$ cat src/sv/pde_pkg.sv
`timescale 1ns / 1ps
package pde_pkg;

	localparam int MAX_POINTS_DEF = 32;
	localparam int COORD_BITS_DEF = 16;
	localparam int FIELD_W = 16;
	localparam int THR_W = 17;
	localparam int IDX_W = 5;
	localparam int DIST_W = 17;
	localparam int SQ_KEEP = 35;

	typedef enum logic [2:0] {
		KIND_NEAR     = 3'd0,
		KIND_CLOSEST  = 3'd1,
		KIND_FARTHEST = 3'd2,
		KIND_FEW      = 3'd3,
		KIND_DROPPED  = 3'd4
	} kind_t;

	typedef enum logic [1:0] {
		SRC_PEND,
		SRC_CLOSE,
		SRC_FAR,
		SRC_ZERO
	} src_t;

	typedef enum logic [3:0] {
		ST_IDLE,
		ST_RD,
		ST_DIF,
		ST_MUL,
		ST_ADD,
		ST_CMP,
		ST_STASH,
		ST_NEXT,
		ST_ENDP,
		ST_FIN,
		ST_FAR,
		ST_CLR,
		ST_DROP,
		ST_EMIT
	} state_t;

	typedef struct packed {
		logic signed [FIELD_W-1:0] x_coord;
		logic signed [FIELD_W-1:0] y_coord;
		logic                      last_point;
	} in_word_t;

	typedef struct packed {
		kind_t              kind;
		logic [IDX_W-1:0]   first_index;
		logic [IDX_W-1:0]   second_index;
		logic [DIST_W-1:0]  distance;
		logic               last_result;
	} out_word_t;

	typedef struct packed {
		logic  accept;
		logic  dif_en;
		logic  mul_en;
		logic  add_en;
		logic  cmp_en;
		logic  stash;
		logic  idx_inc;
		logic  store;
		logic  clear_set;
		logic  em_start;
		src_t  em_src;
		kind_t em_kind;
		logic  em_last;
		logic  out_load;
	} dp_cmd_t;

	typedef struct packed {
		logic full;
		logic cnt_zero;
		logic cnt_ge2;
		logic near;
		logic pend_v;
		logic idx_last;
		logic sqrt_done;
		logic out_free;
		logic last_pt;
	} dp_sts_t;

endpackage

$ cat src/sv/pde_ram.sv
`timescale 1ns / 1ps
module pde_ram #(
	parameter int WIDTH = 32,
	parameter int DEPTH = 32
) (
	input  logic                     clk,
	input  logic                     we,
	input  logic [$clog2(DEPTH)-1:0] waddr,
	input  logic [WIDTH-1:0]         wdata,
	input  logic [$clog2(DEPTH)-1:0] raddr,
	output logic [WIDTH-1:0]         rdata_q
);
	logic [WIDTH-1:0] mem_q [DEPTH];

	always_ff @(posedge clk) begin
		if (we) begin
			mem_q[waddr] <= wdata;
		end
		rdata_q <= mem_q[raddr];
	end
endmodule

$ cat src/sv/pde_sqrt.sv
`timescale 1ns / 1ps
module pde_sqrt #(
	parameter int W = 34
) (
	input  logic           clk,
	input  logic           arst_n,
	input  logic           start,
	input  logic [W-1:0]   op,
	output logic           busy,
	output logic [W/2-1:0] root
);
	logic [W-1:0] n_q, res_q, bit_q, trial;
	logic         busy_q, ge;

	assign trial = res_q + bit_q;
	assign ge    = n_q >= trial;
	assign busy  = busy_q;
	assign root  = res_q[W/2-1:0];

	always_ff @(posedge clk or negedge arst_n) begin
		if (!arst_n) begin
			busy_q <= 1'b0;
		end else if (start) begin
			busy_q <= 1'b1;
		end else if (busy_q) begin
			busy_q <= |bit_q[W-1:2];
		end
	end

	// one result bit per cycle, two operand bits consumed
	always_ff @(posedge clk) begin
		if (start) begin
			n_q   <= op;
			res_q <= '0;
			bit_q <= W'(1) << (W - 2);
		end else if (busy_q) begin
			n_q   <= ge ? n_q - trial : n_q;
			res_q <= ge ? (res_q >> 1) + bit_q : res_q >> 1;
			bit_q <= bit_q >> 2;
		end
	end
endmodule

$ cat src/sv/pde_dp.sv
`timescale 1ns / 1ps
module pde_dp #(
	parameter int MAX_POINTS = 32,
	parameter int COORD_BITS = 16
) (
	input  logic                     clk,
	input  logic                     arst_n,
	input  pde_pkg::dp_cmd_t         cmd,
	output pde_pkg::dp_sts_t         sts,
	input  pde_pkg::in_word_t        in_word,
	input  logic                     out_stall,
	output logic                     out_valid,
	output pde_pkg::out_word_t       out_word,
	input  logic                     cfg_wen,
	input  logic [pde_pkg::THR_W-1:0] cfg_wdata
);
	import pde_pkg::*;

	localparam int CB     = COORD_BITS;
	localparam int CNT_W  = $clog2(MAX_POINTS + 1);
	localparam int AW     = $clog2(MAX_POINTS);
	localparam int SQ_W   = 2 * CB + 1;
	localparam int EXT_W  = (SQ_W < SQ_KEEP) ? SQ_W : SQ_KEEP;
	localparam int THR2_W = 2 * THR_W;
	localparam int CMP_W  = (SQ_W > THR2_W) ? SQ_W : THR2_W;
	localparam int RW     = SQ_W + (SQ_W % 2);

	logic [CNT_W-1:0]     cnt_q, idx_q;
	logic signed [CB-1:0] px_q, py_q;
	logic                 last_q;
	logic [2*CB-1:0]      rd_data;
	logic signed [CB-1:0] sx, sy;
	logic signed [CB:0]   ddx, ddy;
	logic [CB-1:0]        dx_q, dy_q;
	logic [2*CB-1:0]      sqx_q, sqy_q;
	logic [SQ_W-1:0]      sq_q;
	logic [THR2_W-1:0]    thr2_q, thr2_d;
	logic [EXT_W-1:0]     cl_sq_q, far_sq_q;
	logic [CNT_W-1:0]     cl_f_q, cl_s_q, far_f_q, far_s_q;
	logic [CNT_W-1:0]     pend_f_q, pend_s_q;
	logic [SQ_W-1:0]      pend_sq_q;
	logic                 pend_v_q;
	kind_t                em_kind_q;
	logic [CNT_W-1:0]     em_f_q, em_s_q;
	logic                 em_last_q;
	logic [RW-1:0]        sq_op;
	logic                 sq_busy;
	logic [RW/2-1:0]      root;
	logic                 out_v_q, out_free;
	out_word_t            out_q;
	logic                 cl_upd, far_upd;

	pde_ram #(.WIDTH(2 * CB), .DEPTH(MAX_POINTS)) u_store (
		.clk    (clk),
		.we     (cmd.store),
		.waddr  (cnt_q[AW-1:0]),
		.wdata  ({px_q, py_q}),
		.raddr  (idx_q[AW-1:0]),
		.rdata_q(rd_data)
	);

	assign sx  = rd_data[2*CB-1:CB];
	assign sy  = rd_data[CB-1:0];
	assign ddx = {px_q[CB-1], px_q} - {sx[CB-1], sx};
	assign ddy = {py_q[CB-1], py_q} - {sy[CB-1], sy};

	assign thr2_d = THR2_W'(cfg_wdata) * THR2_W'(cfg_wdata);

	assign cl_upd = (sq_q < SQ_W'(cl_sq_q)) ||
	                ((sq_q == SQ_W'(cl_sq_q)) && (idx_q < cl_f_q));
	assign far_upd = (sq_q > SQ_W'(far_sq_q)) ||
	                 ((sq_q == SQ_W'(far_sq_q)) && (idx_q < far_f_q));

	always_comb begin
		case (cmd.em_src)
			SRC_PEND:  sq_op = RW'(pend_sq_q);
			SRC_CLOSE: sq_op = RW'(cl_sq_q);
			SRC_FAR:   sq_op = RW'(far_sq_q);
			default:   sq_op = '0;
		endcase
	end

	pde_sqrt #(.W(RW)) u_sqrt (
		.clk   (clk),
		.arst_n(arst_n),
		.start (cmd.em_start),
		.op    (sq_op),
		.busy  (sq_busy),
		.root  (root)
	);

	// payload registers
	always_ff @(posedge clk) begin
		if (cmd.accept) begin
			px_q   <= CB'($unsigned(in_word.x_coord));
			py_q   <= CB'($unsigned(in_word.y_coord));
			last_q <= in_word.last_point;
		end
		if (cmd.dif_en) begin
			dx_q <= CB'(ddx[CB] ? -ddx : ddx);
			dy_q <= CB'(ddy[CB] ? -ddy : ddy);
		end
		if (cmd.mul_en) begin
			sqx_q <= dx_q * dx_q;
			sqy_q <= dy_q * dy_q;
		end
		if (cmd.add_en) begin
			sq_q <= SQ_W'(sqx_q) + SQ_W'(sqy_q);
		end
		if (cmd.stash) begin
			pend_f_q  <= idx_q;
			pend_s_q  <= cnt_q;
			pend_sq_q <= sq_q;
		end
		if (cmd.em_start) begin
			em_kind_q <= cmd.em_kind;
			em_last_q <= cmd.em_last;
			case (cmd.em_src)
				SRC_PEND: begin
					em_f_q <= pend_f_q;
					em_s_q <= pend_s_q;
				end
				SRC_CLOSE: begin
					em_f_q <= cl_f_q;
					em_s_q <= cl_s_q;
				end
				SRC_FAR: begin
					em_f_q <= far_f_q;
					em_s_q <= far_s_q;
				end
				default: begin
					em_f_q <= '0;
					em_s_q <= '0;
				end
			endcase
		end
		if (cmd.out_load) begin
			out_q.kind         <= em_kind_q;
			out_q.first_index  <= IDX_W'(em_f_q);
			out_q.second_index <= IDX_W'(em_s_q);
			out_q.distance     <= DIST_W'(root);
			out_q.last_result  <= em_last_q;
		end
	end

	// control and set state
	always_ff @(posedge clk or negedge arst_n) begin
		if (!arst_n) begin
			cnt_q    <= '0;
			idx_q    <= '0;
			pend_v_q <= 1'b0;
			thr2_q   <= '0;
			cl_sq_q  <= '0;
			cl_f_q   <= '0;
			cl_s_q   <= '0;
			far_sq_q <= '0;
			far_f_q  <= '0;
			far_s_q  <= '0;
			out_v_q  <= 1'b0;
		end else begin
			if (cfg_wen) begin
				thr2_q <= thr2_d;
			end
			if (cmd.accept) begin
				idx_q    <= '0;
				pend_v_q <= 1'b0;
			end else if (cmd.idx_inc) begin
				idx_q <= idx_q + CNT_W'(1);
			end
			if (cmd.stash) begin
				pend_v_q <= 1'b1;
			end
			if (cmd.cmp_en) begin
				if (cnt_q == CNT_W'(1) || cl_upd) begin
					cl_sq_q <= EXT_W'(sq_q);
					cl_f_q  <= idx_q;
					cl_s_q  <= cnt_q;
				end
				if (cnt_q == CNT_W'(1) || far_upd) begin
					far_sq_q <= EXT_W'(sq_q);
					far_f_q  <= idx_q;
					far_s_q  <= cnt_q;
				end
			end
			if (cmd.clear_set) begin
				cnt_q    <= '0;
				cl_sq_q  <= '0;
				cl_f_q   <= '0;
				cl_s_q   <= '0;
				far_sq_q <= '0;
				far_f_q  <= '0;
				far_s_q  <= '0;
			end else if (cmd.store) begin
				cnt_q <= cnt_q + CNT_W'(1);
			end
			if (cmd.out_load) begin
				out_v_q <= 1'b1;
			end else if (!out_stall) begin
				out_v_q <= 1'b0;
			end
		end
	end

	assign out_free  = !out_v_q || !out_stall;
	assign out_valid = out_v_q;
	assign out_word  = out_q;

	assign sts.full      = cnt_q == CNT_W'(MAX_POINTS);
	assign sts.cnt_zero  = cnt_q == '0;
	assign sts.cnt_ge2   = cnt_q >= CNT_W'(2);
	assign sts.near      = CMP_W'(sq_q) <= CMP_W'(thr2_q);
	assign sts.pend_v    = pend_v_q;
	assign sts.idx_last  = CNT_W'(idx_q + CNT_W'(1)) == cnt_q;
	assign sts.sqrt_done = !sq_busy;
	assign sts.out_free  = out_free;
	assign sts.last_pt   = last_q;
endmodule

$ cat src/sv/pde_ctrl.sv
`timescale 1ns / 1ps
module pde_ctrl (
	input  logic             clk,
	input  logic             arst_n,
	input  logic             in_valid,
	output logic             in_stall,
	input  pde_pkg::dp_sts_t sts,
	output pde_pkg::dp_cmd_t cmd
);
	import pde_pkg::*;

	state_t state_q, state_d, ret_q, ret_d;

	always_ff @(posedge clk or negedge arst_n) begin
		if (!arst_n) begin
			state_q <= ST_IDLE;
			ret_q   <= ST_IDLE;
		end else begin
			state_q <= state_d;
			ret_q   <= ret_d;
		end
	end

	assign in_stall = state_q != ST_IDLE;

	always_comb begin
		state_d = state_q;
		ret_d   = ret_q;
		cmd     = '0;
		case (state_q)
			ST_IDLE: begin
				if (in_valid) begin
					cmd.accept = 1'b1;
					if (sts.full) begin
						state_d = ST_DROP;
					end else if (sts.cnt_zero) begin
						state_d = ST_ENDP;
					end else begin
						state_d = ST_RD;
					end
				end
			end
			ST_RD: state_d = ST_DIF;
			ST_DIF: begin
				cmd.dif_en = 1'b1;
				state_d    = ST_MUL;
			end
			ST_MUL: begin
				cmd.mul_en = 1'b1;
				state_d    = ST_ADD;
			end
			ST_ADD: begin
				cmd.add_en = 1'b1;
				state_d    = ST_CMP;
			end
			ST_CMP: begin
				cmd.cmp_en = 1'b1;
				if (sts.near && sts.pend_v) begin
					// flush the held near pair; it is not the final word
					cmd.em_start = 1'b1;
					cmd.em_src   = SRC_PEND;
					cmd.em_kind  = KIND_NEAR;
					ret_d        = ST_STASH;
					state_d      = ST_EMIT;
				end else if (sts.near) begin
					state_d = ST_STASH;
				end else begin
					state_d = ST_NEXT;
				end
			end
			ST_STASH: begin
				cmd.stash = 1'b1;
				state_d   = ST_NEXT;
			end
			ST_NEXT: begin
				cmd.idx_inc = 1'b1;
				state_d     = sts.idx_last ? ST_ENDP : ST_RD;
			end
			ST_ENDP: begin
				cmd.store = 1'b1;
				if (sts.pend_v) begin
					cmd.em_start = 1'b1;
					cmd.em_src   = SRC_PEND;
					cmd.em_kind  = KIND_NEAR;
					cmd.em_last  = !sts.last_pt;
					ret_d        = ST_FIN;
					state_d      = ST_EMIT;
				end else begin
					state_d = ST_FIN;
				end
			end
			ST_DROP: begin
				cmd.em_start = 1'b1;
				cmd.em_src   = SRC_ZERO;
				cmd.em_kind  = KIND_DROPPED;
				cmd.em_last  = !sts.last_pt;
				ret_d        = ST_FIN;
				state_d      = ST_EMIT;
			end
			ST_FIN: begin
				if (!sts.last_pt) begin
					state_d = ST_IDLE;
				end else if (sts.cnt_ge2) begin
					cmd.em_start = 1'b1;
					cmd.em_src   = SRC_CLOSE;
					cmd.em_kind  = KIND_CLOSEST;
					ret_d        = ST_FAR;
					state_d      = ST_EMIT;
				end else begin
					cmd.em_start = 1'b1;
					cmd.em_src   = SRC_ZERO;
					cmd.em_kind  = KIND_FEW;
					cmd.em_last  = 1'b1;
					ret_d        = ST_CLR;
					state_d      = ST_EMIT;
				end
			end
			ST_FAR: begin
				cmd.em_start = 1'b1;
				cmd.em_src   = SRC_FAR;
				cmd.em_kind  = KIND_FARTHEST;
				cmd.em_last  = 1'b1;
				ret_d        = ST_CLR;
				state_d      = ST_EMIT;
			end
			ST_CLR: begin
				cmd.clear_set = 1'b1;
				state_d       = ST_IDLE;
			end
			ST_EMIT: begin
				if (sts.sqrt_done && sts.out_free) begin
					cmd.out_load = 1'b1;
					state_d      = ret_q;
				end
			end
			default: state_d = ST_IDLE;
		endcase
	end
endmodule

$ cat src/sv/pairwise_distance_extremes.sv
`timescale 1ns / 1ps
// Brute-force closest/farthest pair finder. Each input word is a point; it is
// measured against every earlier point of the current set (stored in a small
// RAM), near pairs (distance <= near_threshold) are reported in order of the
// earlier index, and a word with last_point set closes the set with a closest
// and a farthest word (or a too-few-points word) and clears it. Points past
// MAX_POINTS are dropped with a flag word. Distances are exact on squares and
// reported as the truncated square root, in 1/16 units. Each stored point is
// taken through the read/difference/square/sum/compare sequence, and each
// reported word waits on the shared iterative square-root unit and on any
// output stall. The block takes one point at a time.
module pairwise_distance_extremes #(
	parameter int MAX_POINTS = pde_pkg::MAX_POINTS_DEF,
	parameter int COORD_BITS = pde_pkg::COORD_BITS_DEF
) (
	input  logic                      clk,
	input  logic                      arst_n,
	input  logic                      in_valid,
	output logic                      in_stall,
	input  pde_pkg::in_word_t         in_word,
	output logic                      out_valid,
	input  logic                      out_stall,
	output pde_pkg::out_word_t        out_word,
	input  logic                      cfg_wen,
	input  logic [pde_pkg::THR_W-1:0] cfg_wdata
);
	import pde_pkg::*;

	dp_cmd_t cmd;
	dp_sts_t sts;

	// sequencer: walks stored points, issues emits, waits on sqrt and output
	pde_ctrl u_ctrl (
		.clk     (clk),
		.arst_n  (arst_n),
		.in_valid(in_valid),
		.in_stall(in_stall),
		.sts     (sts),
		.cmd     (cmd)
	);

	// datapath: point store, distance math, extremes, output word register
	pde_dp #(
		.MAX_POINTS(MAX_POINTS),
		.COORD_BITS(COORD_BITS)
	) u_dp (
		.clk      (clk),
		.arst_n   (arst_n),
		.cmd      (cmd),
		.sts      (sts),
		.in_word  (in_word),
		.out_stall(out_stall),
		.out_valid(out_valid),
		.out_word (out_word),
		.cfg_wen  (cfg_wen),
		.cfg_wdata(cfg_wdata)
	);
endmodule
$ cat config.mk
export PLATFORM = sky130hd
export DESIGN_NAME = pairwise_distance_extremes
export DESIGN_NICKNAME = d
export VERILOG_FILES = /design/src/sv/pde_pkg.sv /design/src/sv/pde_ram.sv /design/src/sv/pde_sqrt.sv /design/src/sv/pde_dp.sv /design/src/sv/pde_ctrl.sv /design/src/sv/pairwise_distance_extremes.sv
export SDC_FILE = /design/constraint.sdc
export NUM_CORES = 2
export LEC_CHECK = 0
export ABC_AREA = 1
export ABC_CLOCK_PERIOD_IN_PS = 7200
export BUFFER_PORTS_ARGS = -buffer_cell sky130_fd_sc_hd__buf_2
export CAP_MARGIN = 20
export CORE_MARGIN = 2
export CORE_UTILIZATION = 46
export DETAILED_ROUTE_END_ITERATION = 6
export HOLD_SLACK_MARGIN = 0.12
export PLACE_DENSITY_LB_ADDON = 0.05
export REMOVE_ABC_BUFFERS = 1
export SKIP_CTS_REPAIR_TIMING = 1
export SYNTH_ARGS = -nofsm -noshare
export SYNTH_HDL_FRONTEND = slang
export SYNTH_HIERARCHICAL = 1
export SYNTH_SLANG_ARGS = --single-unit
$ cat constraint.sdc
create_clock -name clk -period 7.2 [get_ports clk]
set_input_delay 2.16 -clock clk [delete_from_list [all_inputs] [get_ports clk]]
set_output_delay 2.16 -clock clk [all_outputs]
set_load 0.02 [all_outputs]
==> impl_metrics.toml <==
[outcome]
outcome = "complete, no violations"

[clock_tree]
cts_tree = "built"
cts_max_level = 4
clk_latency_ns = 0.87
root_buffer = "clkbuf_16"
numCtsBuffers = 170
clock_sinks = 1533
path_clk_slew_ns = 0.06
cts_buffer_depth = 3

[sta]
skew_ns = 0.0796
whs_ns = 0.418
worst-slew-pin-transition_ns = 1.13
final-setup-viol-count = 0
hold_viol_final = 0
period_share_pct = 95.2
fmax_ghz = 0.146
maxSlewViolCount = 0
slew_headroom_pct = 24.8
rsz0062_at_grt = "no"
fin_crit_ns = 6.86

[critical_path]
crit_chain = "buf_2 -> nand2_1 -> fa_1 -> inv_1 -> fa_1 -> fa_1 -> fa_1 -> fa_1 -> inv_1 -> fa_1 -> inv_1 -> ha_1 -> buf_4 -> nand2_1 -> nor2_1 -> inv_1 -> nor3_2 -> nand4_1 -> nand3_1 -> a21oi_1 -> or2_0 -> nand3_1 -> nand2_1"
critPathRequiredTime_ns = 7.88
rr_worst_depth = 21
crit_path_max_incr_delay_ns = 0.55
crit_type = "input port to register"
crit_slowest_cell = "fa_1"
arrival_ns = 7.53
path_buf_inv = 6
cpMostUsedCell = "fa_1"
cp_num_cells = 23
critPathLaunchType = "input port"
path_max_fanout = 9
cp_top_family = "adder cells"
end_kind = "register"

[final_layout]
diodes = 0
stdcell_count = 13500
layout-drive-gt1-share_pct = 7.36
areaGrowthSynthToFinish_pct = 9.77
final_nets = 11700
fin_util_pct = 50.9

[hold_path]
hold_class = "register to register"
min_path_cells = 0

[flow_run]
drv_cap = 0

[placed_design]
dp.cells = 13200
dpl.hpwl_mm = 179
portBuffers = 87
globalplace.congestion = 0.895

[global_route]
grtUsageTotal_pct = 25.7
grt_pass1_vias = 71300
antenna_found_initial = 9
grt-ovfl-total = 0
grt_pass1_wl_mm = 428
grt_max_degree = 202

[floorplanning]
num_rows = 168
die_area_um2 = 215000
start_util_pct = 46.4
die_w_um = 464
dieHeight_um = 464
core_um2 = 210000
ios = 88

[synth]
synth_area_leaders = "edfxtp_1 (40%), nand2_1 (12%), fa_1 (11%), ha_1 (7.1%), inv_1 (5.9%)"
synth_seq_cells = 1533
synth_top_cell_by_area = "edfxtp_1"
synth.yosys.seq_area_share_pct = 45.7
synth_area_um2 = 97200
synth_common_cells = "nand2_1 (3,150), inv_1 (1,518), edfxtp_1 (1,306), nand3_1 (1,138), ha_1 (553)"
synth_cell_type_count = 66
synth_top_area_share_pct = 40.3
async_flop_share_pct = 9.39
netlist_instances = 10500
avgSynthCellArea_um2 = 9.26
synth_edf_count = 1306
synth_flop_cell = "edfxtp_1"
yosysMostFrequentCell = "nand2_1"
ys_warn_count = 6

[detailed_routing]
drt_pass1_iterations = 6
routed_via_density = 5.28
first_iter_violations = 5582
wl_mm = 277
drc = 0
vias = 71400
ant_nets = 0
post_drt_wl_per_cell_um = 20.4
## per-layer routing
layer | GRT usage (%) | part of all wire [%] | routed length (um) | vias to the layer above
met3 | 2.68 | 5.0 | 13700 | 311
li1 | - | - | - | 34200
met5 | 0 | 0.021 | 58 | -
met1 | 36.1 | 45 | 124000 | 35100
met2 | 42.9 | 48 | 133000 | 1777
met4 | 5.79 | 2.0 | 5610 | 8
## cell usage in the layout, fill, tap and decap left out, types with 61 or more instances in the layout
master and n:
nand2_1 3149, inv_1 1515, edfxtp_1 1306, nand3_1 1138
ha_1 553, fa_1 525, nor2_1 407, a21oi_1 321
buf_4 246, o21ai_0 195, clkbuf_16 172, dfrtp_1 139
xor2_1 120, buf_2 83, dfxtp_1 83, xnor2_1 78
nor3_1 61
## cell type report
class                           count  area (um2)
Clock buffer                      235        4740
Clock inverter                     82         997
Fill cell                       19800      103000
Inverter                         1534        5790
Multi-Input combinational cell   7009       44700
Sequential cell                  1533       44500
Tap cell                         2805        3510
Timing Repair Buffer              343        2500
## per-stage QoR
step	instance area (um2)	setup slack (ns)	TNS (ns)
after CTS	107000	0.300	0
after detailed placement	101000	-0.603	-8.76
final	107000	0.344	0
after global placement	101000	-0.576	-7.92
after global routing	107000	0.0117	0
after floorplan	94600	-6.24	-477.30
## registers in the layout, indices dropped and copies added (netlist names), 32 cells and up
name and flops:
u_dp/thr2_q 33, u_dp/cl_sq_q 33, u_dp/pend_sq_q 33, u_dp/sq_q 33, u_dp/u_store/mem_q 1024, u_dp/far_sq_q 33, u_dp/u_sqrt/res_q 34, u_dp/u_sqrt/n_q 34
u_dp/u_store/rdata_q 32
## final timing paths
path | from | endpoint | slack, ns
min reg2reg | u_dp/em_f_q[2] | u_dp/out_word[25] | 0.42
max | cfg_wdata[4] | u_dp/thr2_q[25] | 0.34
min | u_dp/em_f_q[2] | u_dp/out_word[25] | 0.42
max in group asynchronous | arst_n | u_dp/idx_q[0] | 4.81
max reg2reg | u_dp/dy_q[13] | u_dp/sqy_q[29] | 1.05
min in group asynchronous | arst_n | u_ctrl/state_q[3] | 1.37
## cell families (layout without fill, tap and decap cells)
kind of cell	Yosys count	in the layout	synth area share [%]
compound gates	716	716	4.19
other cells	1	1	0.00386
buf+inv	1962	2194	8.60
xor+xnor	201	201	1.83
fa+ha+maj	1078	1078	17.9
simple gates	5012	5012	21.7
flops	1533	1533	45.7
mux	1	1	0.0116
Power is left out: the tool's default activity adds up to more than one toggle a clock period on the data nets, which glitch-free logic cannot reach.
